## src/sv/kche_pkg.sv

```systemverilog
// Shared types and constants for the key click/hold/repeat event block.
// Holds item structs, event and phase codes, and register indexes.
// No dependencies; compile first.
package kche_pkg;

	localparam int KEY_W = 5;
	localparam int TICK_W = 8;
	localparam int CFG_IDX_W = 2;

	// tally saturation point
	localparam logic [TICK_W-1:0] LONG_COUNT_MAX = 8'd250;

	// config register indexes
	localparam logic [CFG_IDX_W-1:0] REG_CLICK = 2'd0;
	localparam logic [CFG_IDX_W-1:0] REG_HOLD = 2'd1;
	localparam logic [CFG_IDX_W-1:0] REG_REPEAT = 2'd2;

	// config reset values
	localparam logic [TICK_W-1:0] CLICK_RST = 8'd5;
	localparam logic [TICK_W-1:0] HOLD_RST = 8'd50;
	localparam logic [TICK_W-1:0] REPEAT_RST = 8'd20;

	typedef enum logic [2:0] {
		KIND_RELEASE = 3'd0,
		KIND_DOWN = 3'd1,
		KIND_HOLD = 3'd2,
		KIND_REPEAT = 3'd3,
		KIND_UP = 3'd4,
		KIND_LONG_UP = 3'd5
	} kind_t;

	typedef enum logic [1:0] {
		PH_IDLE = 2'd0,
		PH_DOWN = 2'd1,
		PH_HOLD = 2'd2,
		PH_REPEAT = 2'd3
	} phase_t;

	typedef struct packed {
		logic [KEY_W-1:0] sampled_key;
		logic suppress_request;
	} key_item_t;

	typedef struct packed {
		logic event_valid;
		logic [KEY_W-1:0] event_key;
		kind_t event_kind;
		logic [TICK_W-1:0] long_count;
	} evt_item_t;

	typedef struct packed {
		logic [CFG_IDX_W-1:0] index;
		logic [TICK_W-1:0] data;
	} cfg_write_t;

	typedef struct packed {
		logic [TICK_W-1:0] click_ticks;
		logic [TICK_W-1:0] hold_ticks;
		logic [TICK_W-1:0] repeat_ticks;
	} cfg_regs_t;

endpackage

```

## src/sv/kche_if.sv

```systemverilog
// Valid/ready channel interfaces: key samples in, events out, config writes.
// Depends on kche_pkg for the payload types.
interface kche_key_if;
	import kche_pkg::*;
	logic valid;
	logic ready;
	key_item_t payload;
	modport source(output valid, output payload, input ready);
	modport sink(input valid, input payload, output ready);
endinterface

interface kche_evt_if;
	import kche_pkg::*;
	logic valid;
	logic ready;
	evt_item_t payload;
	modport source(output valid, output payload, input ready);
	modport sink(input valid, input payload, output ready);
endinterface

interface kche_cfg_if;
	import kche_pkg::*;
	logic valid;
	logic ready;
	cfg_write_t payload;
	modport source(output valid, output payload, input ready);
	modport sink(input valid, input payload, output ready);
endinterface

```

## src/sv/kche_core.sv

```systemverilog
// Key tracking state and per-tick event logic: debounce, reload counter,
// press phase, repeat tally and suppress flag. Depends on kche_pkg.
module kche_core (
	input logic clk,
	input logic arst_n,
	input logic step,
	input kche_pkg::key_item_t item,
	input kche_pkg::cfg_regs_t cfg,
	output kche_pkg::evt_item_t result
);
	import kche_pkg::*;

	logic [KEY_W-1:0] cand_q, stable_q, tracked_q;
	logic [TICK_W-1:0] reload_q, tally_q;
	phase_t phase_q;
	logic sup_q;

	logic [KEY_W-1:0] cand_d, stable_d, tracked_d;
	logic [TICK_W-1:0] reload_d, tally_d, reload_dec;
	phase_t phase_d;
	logic sup_d;
	logic fire;
	logic [KEY_W-1:0] ekey;
	kind_t kind;

	// next state for one tick
	always_comb begin
		cand_d = cand_q;
		stable_d = stable_q;
		tracked_d = tracked_q;
		reload_d = reload_q;
		tally_d = tally_q;
		phase_d = phase_q;
		sup_d = sup_q | item.suppress_request;
		fire = 1'b0;
		ekey = '0;
		kind = KIND_RELEASE;
		reload_dec = reload_q - 8'd1;

		if (stable_q != item.sampled_key) begin
			// debounce: a new code must repeat before it is taken
			if (cand_q != item.sampled_key)
				cand_d = item.sampled_key;
			else
				stable_d = item.sampled_key;
		end else if (stable_q == tracked_q) begin
			// same key held: count down to the next event
			if (tracked_q != '0 && reload_q != '0) begin
				reload_d = reload_dec;
				if (reload_dec == '0) begin
					fire = 1'b1;
					ekey = tracked_q;
					case (phase_q)
						PH_IDLE: begin
							phase_d = PH_DOWN;
							kind = KIND_DOWN;
							reload_d = cfg.hold_ticks;
						end
						PH_DOWN: begin
							phase_d = PH_HOLD;
							kind = KIND_HOLD;
							reload_d = cfg.repeat_ticks;
						end
						default: begin
							phase_d = PH_REPEAT;
							kind = KIND_REPEAT;
							reload_d = cfg.repeat_ticks;
							if (tally_q < LONG_COUNT_MAX)
								tally_d = tally_q + 8'd1;
						end
					endcase
				end
			end
		end else begin
			// stable key changed: close out the old tracked key
			if (tracked_q != '0) begin
				fire = 1'b1;
				ekey = tracked_q;
				case (phase_q)
					PH_IDLE: kind = KIND_RELEASE;
					PH_DOWN: kind = KIND_UP;
					default: kind = KIND_LONG_UP;
				endcase
				phase_d = PH_IDLE;
			end else begin
				sup_d = 1'b0;
				tally_d = '0;
			end
			reload_d = cfg.click_ticks;
			tracked_d = stable_q;
		end

		result.event_valid = fire & ~sup_d;
		result.event_key = (fire & ~sup_d) ? ekey : '0;
		result.event_kind = (fire & ~sup_d) ? kind : KIND_RELEASE;
		result.long_count = tally_d;
	end

	// state registers advance once per accepted beat
	always_ff @(posedge clk or negedge arst_n) begin
		if (!arst_n) begin
			cand_q <= '0;
			stable_q <= '0;
			tracked_q <= '0;
			reload_q <= '0;
			tally_q <= '0;
			phase_q <= PH_IDLE;
			sup_q <= 1'b0;
		end else if (step) begin
			cand_q <= cand_d;
			stable_q <= stable_d;
			tracked_q <= tracked_d;
			reload_q <= reload_d;
			tally_q <= tally_d;
			phase_q <= phase_d;
			sup_q <= sup_d;
		end
	end

endmodule

```

## src/sv/key_click_hold_repeat_events.sv

```systemverilog
// Key event generator: takes one sampled key code per beat on keys and
// returns exactly one result beat on events, carrying down, hold, repeat and
// release events plus the saturating repeat tally. A beat is accepted every
// clock cycle; its result is captured into the output register. The
// only stall is that output register: keys.ready drops while it holds a
// result that events has not taken. Config writes on cfg are taken at once.
// Depends on kche_pkg, kche_if and kche_core.
module key_click_hold_repeat_events (
	input logic clk,
	input logic arst_n,
	kche_key_if.sink keys,
	kche_evt_if.source events,
	kche_cfg_if.sink cfg
);
	import kche_pkg::*;

	cfg_regs_t regs_q;
	evt_item_t result;
	evt_item_t out_q;
	logic out_valid_q;
	logic step;

	// config register file
	assign cfg.ready = 1'b1;

	always_ff @(posedge clk or negedge arst_n) begin
		if (!arst_n) begin
			regs_q.click_ticks <= CLICK_RST;
			regs_q.hold_ticks <= HOLD_RST;
			regs_q.repeat_ticks <= REPEAT_RST;
		end else if (cfg.valid) begin
			case (cfg.payload.index)
				REG_CLICK: regs_q.click_ticks <= cfg.payload.data;
				REG_HOLD: regs_q.hold_ticks <= cfg.payload.data;
				REG_REPEAT: regs_q.repeat_ticks <= cfg.payload.data;
				default: ;
			endcase
		end
	end

	// input handshake: accept while the output slot is free or draining
	assign keys.ready = !out_valid_q || events.ready;
	assign step = keys.valid && keys.ready;

	kche_core u_core (
		.clk(clk),
		.arst_n(arst_n),
		.step(step),
		.item(keys.payload),
		.cfg(regs_q),
		.result(result)
	);

	// output register
	always_ff @(posedge clk or negedge arst_n) begin
		if (!arst_n)
			out_valid_q <= 1'b0;
		else if (step)
			out_valid_q <= 1'b1;
		else if (events.ready)
			out_valid_q <= 1'b0;
	end

	always_ff @(posedge clk) begin
		if (step)
			out_q <= result;
	end

	assign events.valid = out_valid_q;
	assign events.payload = out_q;

	// checks
	a_tally_cap: assert property (@(posedge clk) disable iff (!arst_n)
		out_valid_q |-> out_q.long_count <= LONG_COUNT_MAX)
		else $error("repeat tally above saturation");

	a_quiet_fields: assert property (@(posedge clk) disable iff (!arst_n)
		(out_valid_q && !out_q.event_valid) |->
			(out_q.event_key == '0 && out_q.event_kind == KIND_RELEASE))
		else $error("no-event result carries key or kind");

	a_event_key: assert property (@(posedge clk) disable iff (!arst_n)
		(out_valid_q && out_q.event_valid) |-> out_q.event_key != '0)
		else $error("event reported for no key");

	a_stall: assert property (@(posedge clk) disable iff (!arst_n)
		(out_valid_q && !events.ready) |-> !keys.ready)
		else $error("input accepted while result is stalled");

endmodule
```

## src/flat_wrapper.sv

```systemverilog
// flat-port wrapper written by rule: the top's interface ports become plain ports
module key_click_hold_repeat_events_flat import kche_pkg::*;
  (clk, arst_n, keys_valid, keys_payload, keys_ready, events_valid, events_payload, events_ready, cfg_valid, cfg_payload, cfg_ready);
  kche_key_if keys_i ();
  kche_evt_if events_i ();
  kche_cfg_if cfg_i ();
  input logic clk;
  input logic arst_n;
  input wire logic [$bits(keys_i.valid)-1:0] keys_valid;
  input wire logic [$bits(keys_i.payload)-1:0] keys_payload;
  output wire logic [$bits(keys_i.ready)-1:0] keys_ready;
  output wire logic [$bits(events_i.valid)-1:0] events_valid;
  output wire logic [$bits(events_i.payload)-1:0] events_payload;
  input wire logic [$bits(events_i.ready)-1:0] events_ready;
  input wire logic [$bits(cfg_i.valid)-1:0] cfg_valid;
  input wire logic [$bits(cfg_i.payload)-1:0] cfg_payload;
  output wire logic [$bits(cfg_i.ready)-1:0] cfg_ready;
  assign keys_i.valid = keys_valid;
  assign keys_i.payload = keys_payload;
  assign keys_ready = keys_i.ready;
  assign events_valid = events_i.valid;
  assign events_payload = events_i.payload;
  assign events_i.ready = events_ready;
  assign cfg_i.valid = cfg_valid;
  assign cfg_i.payload = cfg_payload;
  assign cfg_ready = cfg_i.ready;
  key_click_hold_repeat_events u_core (.clk(clk), .arst_n(arst_n), .keys(keys_i), .events(events_i), .cfg(cfg_i));
endmodule
```

## config.mk

```make
export PLATFORM = sky130hd
export DESIGN_NAME = key_click_hold_repeat_events_flat
export DESIGN_NICKNAME = d
export VERILOG_FILES = /design/src/sv/kche_pkg.sv /design/src/sv/kche_if.sv /design/src/sv/kche_core.sv /design/src/sv/key_click_hold_repeat_events.sv /design/src/flat_wrapper.sv
export SDC_FILE = /design/constraint.sdc
export NUM_CORES = 1
export LEC_CHECK = 0
export BUFFER_PORTS_ARGS = -buffer_cell sky130_fd_sc_hd__buf_2
export CAP_MARGIN = 10
export CORE_UTILIZATION = 65
export CTS_BUF_LIST = sky130_fd_sc_hd__clkbuf_2
export DETAILED_ROUTE_END_ITERATION = 7
export PLACE_DENSITY = 0.87
export SYNTH_ARGS = -nofsm -noshare
export SYNTH_HDL_FRONTEND = slang
export SYNTH_HIERARCHICAL = 1
export SYNTH_SLANG_ARGS = --single-unit
```

## constraint.sdc

```tcl
create_clock -name clk -period 3.6 [get_ports clk]
set_clock_uncertainty 0.1 [all_clocks]
set_input_delay 0.18 -clock clk [delete_from_list [all_inputs] [get_ports clk]]
set_output_delay 0.18 -clock clk [all_outputs]
set_load 0.05 [all_outputs]
```

# Yosys cells after proc, flatten, opt, wreduce, memory -nomap -nowiden
# Index checks and enable logic that the tools add are counted.
# word_totals
register_bits	76
out_inout_bits	20
word_cells	90
# op_classes
addsub	2
order_cmp	1
eq_ne	8
n_mux	36
n_bitwise	7
n_reduce_logical	21
# op_table
cell	count
$mux 8	11
$mux 5	4
$mux 2	6
$reduce_and 3->1	4
$mux 1	10
$ne 5x5->1	2
$add 8x1->8 const B	1
$logic_not 8->1	1
$lt 8x8->1 const B	1
$pmux 2 s2	2
$reduce_bool 8->1	1
$sub 8x1->8 const B	1
$mux 3	2
$pmux 3 s2	1
$reduce_and 2->1	3
$eq 5x5->1	1
$not 1->1	5
$reduce_and 5->1	1
$reduce_bool 5->1	1
$eq 2x1->1 const B	2
$logic_not 2->1	2
$ne 2x1->1 const B	2
$reduce_bool 2->1	2
$reduce_or 2->1	2
6 further kinds	7

# Longest topological paths before layout
# Gate-level depths: netlist of run 1.
# logic_depth
depth_word	9
mapped_depth	9

# Hierarchy
# Netlist of run 1, hierarchy kept.
# modules_own_cells
mod	instances	cells_each	area_per_inst_um2	seq_area_each_um2
kche_core	1	275	2439.8	850.8
key_click_hold_repeat_events	1	74	1486.4	1144.8

# Least setup slack after synthesis of run 1
# Ideal clock, no wire load.
# synth_path
kind	register to register
startpoint	register u_core.out_valid_q, in the netlist u_core/events.valid
endpoint	register u_core.u_core.reload_q[0]
setup_ps	137
arrival_ps	2771
required_time_ps	3363
path_slack_ps	593
stages_incl_launch_ff	9
period_less_slack_ps	3007
cell_sequence	dfrtp_1 nand2b_1 and2_1 and3_1 and2_1 clkbuf_1 o21ai_1 a2111oi_1 a21oi_1
# synth_between
elab_chain_cells	4
# synth_rtl
item	line	rtl
from (decl)	key_click_hold_repeat_events.sv:20	logic out_valid_q;
from (signal assigned)	key_click_hold_repeat_events.sv:57	out_valid_q <= 1'b0;
from (signal assigned)	key_click_hold_repeat_events.sv:59	out_valid_q <= 1'b1;
from (signal assigned)	key_click_hold_repeat_events.sv:61	out_valid_q <= 1'b0;
$logic_not 1->1	key_click_hold_repeat_events.sv:42	assign keys.ready = !out_valid_q || events.ready;
$logic_or 1x1->1	key_click_hold_repeat_events.sv:42	
net keys_ready	flat_wrapper.sv:11	output wire logic [$bits(keys_i.ready)-1:0] keys_ready;
$logic_and 1x1->1	key_click_hold_repeat_events.sv:43	assign step = keys.valid && keys.ready;
net u_core.step	key_click_hold_repeat_events.sv:21	logic step;
$reduce_and 3->1 (no line)	-	
to (signal assigned)	kche_core.sv:113	reload_q <= reload_d;
to (decl)	kche_core.sv:14	logic [TICK_W-1:0] reload_q, tally_q;
# The timed path passes the listed nets, and every way through them passes these cells.
# A chain may end at the register's enable or synchronous reset.

# Worst setup path after layout of run 1
# layout_path
startpoint	register u_core.u_core.reload_q[0]
endpoint	register u_core.u_core.reload_q[7]
# layout_between
elab_chain_cells	5
# layout_rtl
item	line	rtl
$sub 8x1->8	kche_core.sv:38	reload_dec = reload_q - 8'd1;
$logic_not 8->1	kche_core.sv:50	if (reload_dec == '0) begin
$mux 8	kche_core.sv:50	
$mux 8	kche_core.sv:48	if (tracked_q != '0 && reload_q != '0) begin
$mux 8	kche_core.sv:46	end else if (stable_q == tracked_q) begin
# Parallel ways exist; a longest one is shown, timed or not. The select of a mux whose other input is x is not followed.

==> results.cfg, run 1 <==
[detailed_routing]
viasPerCell = 6.241
wl_per_cell_um = 17.47
dr.pass1.iters = 5
drt_wl_total_um = 8492
final_antenna_net_count = 0
via_count = 3033
drt-initial-drc-count = 282
drc = 0

[global_routing]
grt_pass1_vias = 2957
grt_pass1_wl_um = 14070
overflow = 0
grt_use_total = 0.2957
grt_max_degree = 33
antenna_found_initial = 0

[timing]
rsz0062_at_grt = no
hold_viol_final = 0
slew_viol_final = 0
layout_min_cycle_time_ns = 2.780
min_period_over_period = 0.7722
final-setup-viol-count = 0
max_freq_ghz = 0.3597
tightest_slew_ns = 0.9054
relSlewSlack = 0.3923
fin_setup_tns_ns = 0
worst_slack_ns = 0.8203

[setup_path]
setup.worst_path.class = flip-flop to flip-flop
crit_family = compound AO/OA/AOI/OAI gates
crit_path_end_kind = flip-flop
r2r-start = u_core/u_core/reload_q[0]
cp.required_ns = 3.92
start_kind = flip-flop
crit_slowest_cell = o21ai_1
startpoint = u_core/u_core/reload_q[0]
critPathMaxFanout = 13
cp_num_buf_inv = 1
slowest_delay_ns = 0.75
cp.arrival_ns = 3.10
worstPathCellList = inv_1, ha_1, nor4b_1, a21oi_1, o21ai_1, a31oi_1, o22a_1

[power_and_ir_drop]
p_leak_nw = 1.844
max-vdd-ir-drop_mv = 0.4451
powerDensity_nw_per_um2 = 627.3

[logic_synthesis]
postSynth.asyncResetShare = 0.7763
yosys.area_share.simple = 0.1479
synthDistinctLibCells = 64
synth-compound-area-share = 0.1546
synth_top_family_by_area = compound AO/OA/AOI/OAI gates
yosysSeqAreaShare = 0.5083
synth_nets = 373
synthCells = 349
ys_ff_latch = 76
synthMuxAreaShare = 0.1170
avgSynthCellArea_um2 = 11.25
synth_area_um2 = 3926
synth_top_cell_by_area = dfrtp_1
synth_ff_type = dfrtp_1
synth_warnings = 6
synthTopCellsByArea = dfrtp_1, edfxtp_1, mux2_2
synthAdderAreaFrac = 0.009560
synth_top_area_share = 0.3314
synth-xor-area-share = 0.03792
synth_edf_count = 17

[floorplanning]
dieArea_um2 = 6355
dieHeight_um = 79.72
core_area_um2 = 5675
fp-row-count = 27
io-pin-count = 41
die_w_um = 79.72
initial_core_util = 0.6918

[placement]
placed_cell_area_um2 = 4177
io_buffers = 39
dp_cells = 450
dp_slack_ns = 0.9130
hpwlAfterDp_um = 5652
gp_congestion = 0.9327

[final_layout]
design_area_um2 = 4457
drive_gt1_frac = 0.2874
area_growth_pct = 13.51
finalNonFillerCells = 486
fin_nets = 433
diodes = 0

[run_status]
status = completed

[cts]
cts_tree = built
clock_latency_ns = 0.52
cts_made_buffers = 9
hold_buffers = 20
post_cts_buffers = 0
cts_sinks = 76
cts_root_buffer = clkbuf_2
clk_path_buf_depth = 2
cts_resized = 0
cts.reportedPaths.clkPinSlew_ns = 0.18
ctsHtreeMaxLevel = 3

[worst_hold_path]
hp-class = primary input to flip-flop
hp-start = cfg_payload[8]

[job]
cap_violations = 0
## synthesized netlist by cell type (3+ instances only)
| library cell | count |
|---|---|
| dfrtp_1 | 52 |
| mux2_2 | 39 |
| nand2_1 | 31 |
| a21oi_1 | 21 |
| nor2_1 | 21 |
| edfxtp_1 | 17 |
| o21ai_0 | 14 |
| and2_1 | 9 |
| nor3_1 | 9 |
| xor2_1 | 9 |
| clkbuf_1 | 8 |
| xnor2_1 | 8 |
| a31oi_1 | 7 |
| dfstp_2 | 7 |
| nand3_1 | 7 |
| a41oi_1 | 5 |
| a211oi_1 | 4 |
| a32o_1 | 4 |
| inv_1 | 4 |
| nor4_1 | 4 |
| o21ai_1 | 4 |
| o22a_1 | 4 |
| buf_2 | 3 |
| ha_1 | 3 |
| nand2b_1 | 3 |
| nand4_1 | 3 |
| o211ai_1 | 3 |
## worst paths after layout
check                           cells past startpoint                   endpoint  slack [ns]
min in group asynchronous                           2   u_core/u_core/tally_q[5]        0.10
max in group asynchronous                           3           u_core/regs_q[9]        2.40
worst min register to register                      1           u_core/regs_q[7]        0.43
worst min-delay path                                3          u_core/regs_q[21]        0.04
worst max-delay path                                7  u_core/u_core/reload_q[7]        0.82
worst max register to register                      7  u_core/u_core/reload_q[7]        0.82
## registers in the layout, summed over array words and instances (netlist names)
| register | flops |
|---|---|
| u_core/u_core/stable_q | 5 |
| u_core/u_core/reload_q | 8 |
| u_core/u_core/tracked_q | 5 |
| u_core/u_core/tally_q | 8 |
| u_core/events.payload | 17 |
| u_core/regs_q | 24 |
| u_core/u_core/cand_q | 5 |
| u_core/u_core/phase_q | 2 |
| u_core/u_core/sup_q | 1 |
| u_core/events.valid | 1 |
## worst reg2reg max path: stages (launching register included)
cell and delay [ns]:
dfrtp_1 0.46, inv_1 0.10, ha_1 0.28, nor4b_1 0.48
a21oi_1 0.19, o21ai_1 0.75, a31oi_1 0.12, o22a_1 0.22
## placed cells by master (no fill, tap or decap), drive strengths merged, types with 3 or more instances in the layout
cell type    Yosys  layout
a211oi           4       4
a21oi           22      22
a31oi            7       7
a32o             4       4
a41oi            5       5
and2             9       9
buf              7      44
clkbuf           8      13
clkinv           0       3
dfrtp           52      52
dfstp            7       7
dlygate4sd3      0      20
edfxtp          17      17
ha               3       3
inv              4       4
mux2            39      39
nand2           31      31
nand2b           3       3
nand3            8       8
nand4            3       3
nor2            21      21
nor3            10      10
nor4             6       6
o211ai           3       3
o21ai           18      18
o22a             4       4
xnor2            8       8
xor2             9       9
## final cells by class
| type | count | area (um2) |
|---|---|---|
| clock buffer | 13 | 65.06 |
| clock inverter | 3 | 15.01 |
| fill | 385 | 1219 |
| inverter | 4 | 15.01 |
| multi-input combinational | 254 | 1843 |
| sequential | 76 | 1996 |
| tap | 72 | 90.09 |
| timing repair buffer | 64 | 432.9 |
## where the power goes
group	internal (W)	switching (W)	leakage (nW)	total, W
Clock	0.0000996	0.000283	0.0657	0.000383
Combinational	0.000450	0.000787	0.887	0.00124
Sequential	0.00104	0.000138	0.891	0.00118
## routing by layer
metal	up-vias	track usage	wire, um
li1	1436	-	-
met5	-	0	0
met3	21	0.04000	362
met1	1469	0.3707	3697
met2	107	0.4923	4223
met4	0	0.1655	209
## metrics by stage
stage | power [W] | hold WS (ns) | utilization
2_1_floorplan | 0.002134 | -0.2156 | -
3_3_place_gp | 0.002314 | 0.1889 | 0.7359
3_5_place_dp | 0.002362 | 0.1800 | 0.7359
4_1_cts | 0.002773 | 0.0001510 | 0.7853
5_1_grt | 0.002965 | 0.007467 | 0.7853
6_report | 0.002796 | 0.03589 | 0.7853
## kinds of logic after synthesis
| family | count (synthesis) |
|---|---|
| flops | 76 |
| fa+ha+maj | 3 |
| xor+xnor | 17 |
| other cells | 1 |
| simple gates | 105 |
| buf+inv | 19 |
| mux | 41 |
| compound gates | 87 |
(Power assumes the default switching activity.)
==> run 2: changes to the inputs <==
--- a/config.mk
+++ b/config.mk
@@ -5,12 +5,13 @@
 export SDC_FILE = /design/constraint.sdc
 export NUM_CORES = 1
 export LEC_CHECK = 0
+export ABC_AREA = 1
 export BUFFER_PORTS_ARGS = -buffer_cell sky130_fd_sc_hd__buf_2
 export CAP_MARGIN = 10
-export CORE_UTILIZATION = 65
+export CORE_UTILIZATION = 55
 export CTS_BUF_LIST = sky130_fd_sc_hd__clkbuf_2
 export DETAILED_ROUTE_END_ITERATION = 7
-export PLACE_DENSITY = 0.87
+export PLACE_DENSITY = 0.78
 export SYNTH_ARGS = -nofsm -noshare
 export SYNTH_HDL_FRONTEND = slang
 export SYNTH_HIERARCHICAL = 1
==> constraint.sdc (replaced) <==
create_clock -name clk -period 2.2 [get_ports clk]
set_clock_uncertainty 0.1 [all_clocks]
set_input_delay 0.11 -clock clk [delete_from_list [all_inputs] [get_ports clk]]
set_output_delay 0.11 -clock clk [all_outputs]
set_load 0.05 [all_outputs]
==> results.cfg, run 2 <==
[run_status]
status = completed

[cts]
cts_made_buffers = 9
clock_latency_ns = 0.54
cts.reportedPaths.clkPinSlew_ns = 0.19
cts_tree = built
cts_sinks = 76
clk_path_buf_depth = 2
cts_root_buffer = clkbuf_2
ctsHtreeMaxLevel = 3

[final_layout]
drive_gt1_frac = 0.2339
largest_register = u_core/regs_q
area_growth_pct = 22.35
fin_nets = 626
largest_reg_flops = 24
fillCellCount = 583
multi_input_area_um2 = 1986
finalNonFillerCells = 706
final_common_cell = nand2_1
seq_area_um2 = 1997
final_cell_mix = nand2_1, dfrtp_1, inv_1, buf_2, nor2_1
diodes = 0

[logic_synthesis]
yosysSeqAreaShare = 0.4760
synth_nets = 533
synth.most_common_cell = nand2_1
synth_ff_type = dfrtp_1
synth_edf_count = 17
synthDistinctLibCells = 36
synthTopCellsByArea = dfrtp_1, nand2_1, edfxtp_1
yosys-top-cells-count = nand2_1, dfrtp_1, inv_1
synth_warnings = 6
synthCells = 509
synth_area_um2 = 4193
synth_top_cell_by_area = dfrtp_1
postSynth.asyncResetShare = 0.7763
avgSynthCellArea_um2 = 8.237
ys_ff_latch = 76
synth_top_area_share = 0.3104

[setup_path]
cp.required_ns = 2.41
slowest_delay_ns = 0.43
critPathMaxFanout = 5
r2r-start = u_core/u_core/reload_q[1]
worstPathCellList = inv_2, ha_4, inv_2, nand2_2, nand2_2, nor2_2, nand3_2, nor2_4, nand3_4, buf_12, nor2_4, nand4_1, nand2_1, nor2_1
crit_slowest_cell = dfrtp_1
crit_path_end_kind = flip-flop
rrSetupSlack_ns = 0.06
start_kind = flip-flop
setup.worst_path.class = flip-flop to flip-flop
cp.arrival_ns = 2.36
r2r_end = u_core/events.payload[0]
worstRegToRegCells = 14

[worst_hold_path]
worst_hold_path.endpoint = u_core/u_core/tally_q[0]
min_path_cells = 6
hp-class = primary input to flip-flop
hp-start = events_ready

[global_routing]
grt_max_degree = 28
grt_pass1_wl_um = 15870
antenna_found_initial = 0
overflow = 0
grt_pass1_vias = 3452
grt_use_total = 0.2635

[timing]
relSlewSlack = 0.5877
min_period_over_period = 0.9745
slew_viol_final = 0
tightest_slew_ns = 0.6179
max_freq_ghz = 0.4665
rsz0062_at_grt = yes
hold_viol_final = 0
layout_min_cycle_time_ns = 2.144
final-setup-viol-count = 0

[detailed_routing]
final_antenna_net_count = 0
viasPerCell = 5.368
drc = 0
drt_wl_total_um = 9949
dr.pass1.iters = 5
drt-initial-drc-count = 282
wl_per_cell_um = 14.09
via_count = 3790

[placement]
io_buffers = 39
dp_cells = 651
gp_congestion = 1.000
hpwlAfterDp_um = 6386

[floorplanning]
die_w_um = 89.31
io-pin-count = 41
dieArea_um2 = 7976
dieHeight_um = 89.31
fp-row-count = 31
core_area_um2 = 7292
initial_core_util = 0.5750

[power_and_ir_drop]
p_leak_nw = 2.447
netSwitchingFraction = 0.4130
p_clk_frac = 0.159
sequentialPowerShare = 0.446
max-vdd-ir-drop_mv = 0.4201
power.total_w = 0.004661
powerDensity_nw_per_um2 = 908.6
comb_power_share = 0.394
internal_power_w = 0.002736
switching_power_w = 0.001925

[job]
cap_violations = 0
run 2: final cells by class:
cell class / count / share of cell area
inverters: 56 / 0.04098
clock buffers: 10 / 0.009756
well taps: 99 / 0.02415
flip-flops and latches: 76 / 0.3893
multi-input cells: 364 / 0.3871
clock inverters: 6 / 0.01098
repair buffers: 95 / 0.1378
run 2: power by group through the flow:
stage	combinational [W]	sequential, W	clock (W)
3_3_place_gp	0.00153	0.00208	0
6_report	0.00184	0.00208	0.000743
2_1_floorplan	0.00107	0.00213	0
4_1_cts	0.00165	0.00207	0.000758
3_5_place_dp	0.00157	0.00210	0
5_1_grt	0.00203	0.00212	0.000811
run 2: worst max-delay path by stage:
| stage | from | to | slack [ns] |
|---|---|---|---|
| floorplan | u_core/events.valid | u_core/u_core/reload_q[7] | 0.03 |
| global placement | u_core/u_core/reload_q[0] | u_core/events.payload[4] | 0.11 |
| detailed placement | u_core/u_core/reload_q[1] | u_core/events.payload[4] | 0.009 |
| CTS | u_core/u_core/reload_q[1] | u_core/events.payload[4] | 0.01 |
| global route | u_core/u_core/reload_q[1] | u_core/events.payload[0] | -0.07 |
| finish | u_core/u_core/reload_q[1] | u_core/events.payload[0] | 0.06 |
run 2: cells by family after synthesis:
family | synth area share
AO/OA/AOI/OAI | 0.07908
adder cells (fa/ha/maj) | 0.008954
multiplexers | 0.01432
flip-flops | 0.4760
XOR/XNOR | 0.02507
other | 0.0008944
buffers and inverters | 0.07520
AND/OR/NAND/NOR | 0.3205
run 2: critical path: cells and delay by family, from the launching register on:
kind	cells	cell delay, ns
adders and majority gates	1	0.16
DFF	1	0.43
and+or+nand+nor	10	0.95
buffers and inverters	3	0.30
run 2: repair_timing:
| item | in CTS | in global routing |
|---|---|---|
| resized for setup | 2 | 22 |
| hold endpoints to repair | 67 | 0 |
| hold buffers | 30 | 0 |
| pin swaps | 1 | 11 |
| setup buffers | 0 | 8 |
| setup endpoints to repair | 2 | 21 |
| gates cloned | 1 | 0 |
run 2: routing by layer:
| layer | global-route usage | routed length, um | up-vias |
|---|---|---|---|
| met2 | 0.4421 | 4932 | 133 |
| li1 | - | - | 1869 |
| met1 | 0.3383 | 4357 | 1763 |
| met5 | 0 | 0 | - |
| met3 | 0.03601 | 416 | 25 |
| met4 | 0.1255 | 242 | 0 |
run 2: stage by stage:
stage	area [um2]	util	hold slack, ns	worst slack (ns)	TNS (ns)
floorplan	4207	-	-0.2856	0.02526	0
global placement	4554	0.6246	0.08797	0.1125	0
detailed placement	4554	0.6246	0.09452	0.008745	0
CTS	4985	0.6836	0.005459	0.01294	0
global route	5130	0.7035	0.04789	-0.07492	-0.4581
finish	5130	0.7035	0.02979	0.05619	0
==> run 3: changes to the inputs <==
--- a/config.mk
+++ b/config.mk
@@ -11,6 +11,7 @@
 export CORE_UTILIZATION = 55
 export CTS_BUF_LIST = sky130_fd_sc_hd__clkbuf_2
 export DETAILED_ROUTE_END_ITERATION = 7
+export GPL_TIMING_DRIVEN = 0
 export PLACE_DENSITY = 0.78
 export SYNTH_ARGS = -nofsm -noshare
 export SYNTH_HDL_FRONTEND = slang
==> constraint.sdc (replaced) <==
create_clock -name clk -period 2.2 [get_ports clk]
set_clock_uncertainty 0.1 [all_clocks]
set_input_delay 0.11 -clock clk [delete_from_list [all_inputs] [get_ports clk]]
set_output_delay 0.11 -clock clk [all_outputs]
set_load 0.005 [all_outputs]
==> results.cfg, run 3 (synthesis results as in run 2) <==
[run_status]
status = finished, violations left
violations = negative setup slack

[detailed_routing]
dr.pass1.iters = 5
final_antenna_net_count = 0
via_count = 3987
viasPerCell = 5.553
wl_per_cell_um = 14.79
drt-initial-drc-count = 373
drt_wl_total_um = 10620
drc = 0

[floorplanning]
fp-row-count = 31
dieHeight_um = 89.31
core_area_um2 = 7292
io-pin-count = 41
dieArea_um2 = 7976
die_w_um = 89.31
initial_core_util = 0.5750

[final_layout]
post-route-util = 0.7416
largest_reg_flops = 24
design_area_um2 = 5408
fin_nets = 638
area_growth_pct = 28.98
largest_register = u_core/regs_q
diodes = 0
drive_gt1_frac = 0.2730
fillCellCount = 512
finalNonFillerCells = 718
final_common_cell = nand2_1
final_cell_mix = nand2_1, dfrtp_1, inv_1, buf_2

[cts]
cts_tree = built
ctsHtreeMaxLevel = 3
cts_sinks = 76
clk_path_buf_depth = 2
cts_made_buffers = 9
clock_latency_ns = 0.51
cts_root_buffer = clkbuf_2
cts.reportedPaths.clkPinSlew_ns = 0.21

[timing]
max_freq_ghz = 0.4508
rsz0062_at_grt = yes
holdWs_ns = 0.05607
tightest_slew_ns = 0.7264
relSlewSlack = 0.5158
layout_min_cycle_time_ns = 2.218
worst_slack_ns = -0.01834
hold_viol_final = 0
min_period_over_period = 1.008
fin_setup_tns_ns = -0.04031
slew_viol_final = 0
final-setup-viol-count = 3

[setup_path]
r2r_end = u_core/events.payload[1]
crit_path_end_kind = flip-flop
setup.worst_path.class = flip-flop to flip-flop
worstRegToRegCells = 16
start_kind = flip-flop
cp.arrival_ns = 2.40
r2r-start = u_core/u_core/reload_q[1]
cp.required_ns = 2.38
critPathMaxFanout = 5
rrSetupSlack_ns = -0.02

[job]
cap_violations = 0

[power_and_ir_drop]
p_leak_nw = 2.559
max-vdd-ir-drop_mv = 0.4903
powerDensity_nw_per_um2 = 908.9

[global_routing]
grt_max_degree = 32
overflow = 0
grt_use_total = 0.2784
grt_pass1_vias = 3705
antenna_found_initial = 0
grt_pass1_wl_um = 16910

[placement]
dp_cells = 647
hpwlAfterDp_um = 6711
gp_congestion = 0.9252
io_buffers = 38
placed_cell_area_um2 = 4538

[worst_hold_path]
hp-class = primary input to async pin
run 3: layer usage:
metal / global-route usage / up-vias / part of all wire
li1: - / 1895 / -
met1: 0.3562 / 1877 / 0.40
met2: 0.4754 / 178 / 0.51
met3: 0.03324 / 37 / 0.060
met4: 0.1255 / 0 / 0.031
met5: 0 / - / 0
run 3: report_power, final:
part / internal [W] / switching, W
clock network: 0.000496 / 0.000470
logic: 0.000744 / 0.00112
registers: 0.00177 / 0.000308
total: 0.00301 / 0.00190
run 3: area by class of cell:
class / instances / area (um2) / share of cell area
Timing Repair Buffer: 95 / 747.0 / 0.1381
Tap cell: 99 / 123.9 / 0.02291
Clock inverter: 5 / 101.3 / 0.01874
Inverter: 56 / 215.2 / 0.03980
Multi-Input combinational cell: 363 / 2067 / 0.3822
Sequential cell: 76 / 1997 / 0.3693
Buffer: 13 / 101.3 / 0.01874
Clock buffer: 11 / 55.05 / 0.01018
run 3: how the worst max path moves through the flow:
stage	from	endpoint	slack [ns]	cells past startpoint
6_report	u_core/u_core/reload_q[1]	u_core/events.payload[1]	-0.02	16
5_1_grt	u_core/u_core/reload_q[1]	u_core/events.payload[1]	-0.15	16
4_1_cts	u_core/u_core/reload_q[1]	u_core/events.payload[1]	-0.002	16
3_5_place_dp	u_core/events.valid	u_core/u_core/reload_q[7]	-0.62	9
3_3_place_gp	u_core/events.valid	u_core/u_core/reload_q[3]	-0.60	9
2_1_floorplan	u_core/events.valid	u_core/u_core/reload_q[7]	0.05	9
run 3: worst max-delay path, stage by stage, from the launching register on:
cell	delay (ns)
dfrtp_1	0.44
inv_2	0.09
ha_4	0.15
inv_2	0.04
nand2_2	0.05
nand2_2	0.08
nor2_2	0.11
nand3_2	0.11
nor2_4	0.12
nand3_4	0.12
nor2_8	0.13
buf_12	0.13
nand2_2	0.05
nand2_2	0.08
nand3_2	0.07
o21ai_1	0.08
inv_1	0.05
run 3: repair_timing:
action	4_1_cts	5_1_grt
buffers inserted	12	12
endpoints found under the setup margin	51	35
hold buffers	32	0
gates cloned	0	0
gates resized for setup	12	47
hold endpoints to repair	73	0
pin swaps	10	17
run 3: stage by stage:
step | setup WS [ns] | power [W]
final | -0.01834 | 0.004915
after global placement | -0.5963 | 0.003427
after global routing | -0.1535 | 0.005217
after CTS | -0.002066 | 0.004611
after detailed placement | -0.6159 | 0.003499
after floorplan | 0.04823 | 0.003092
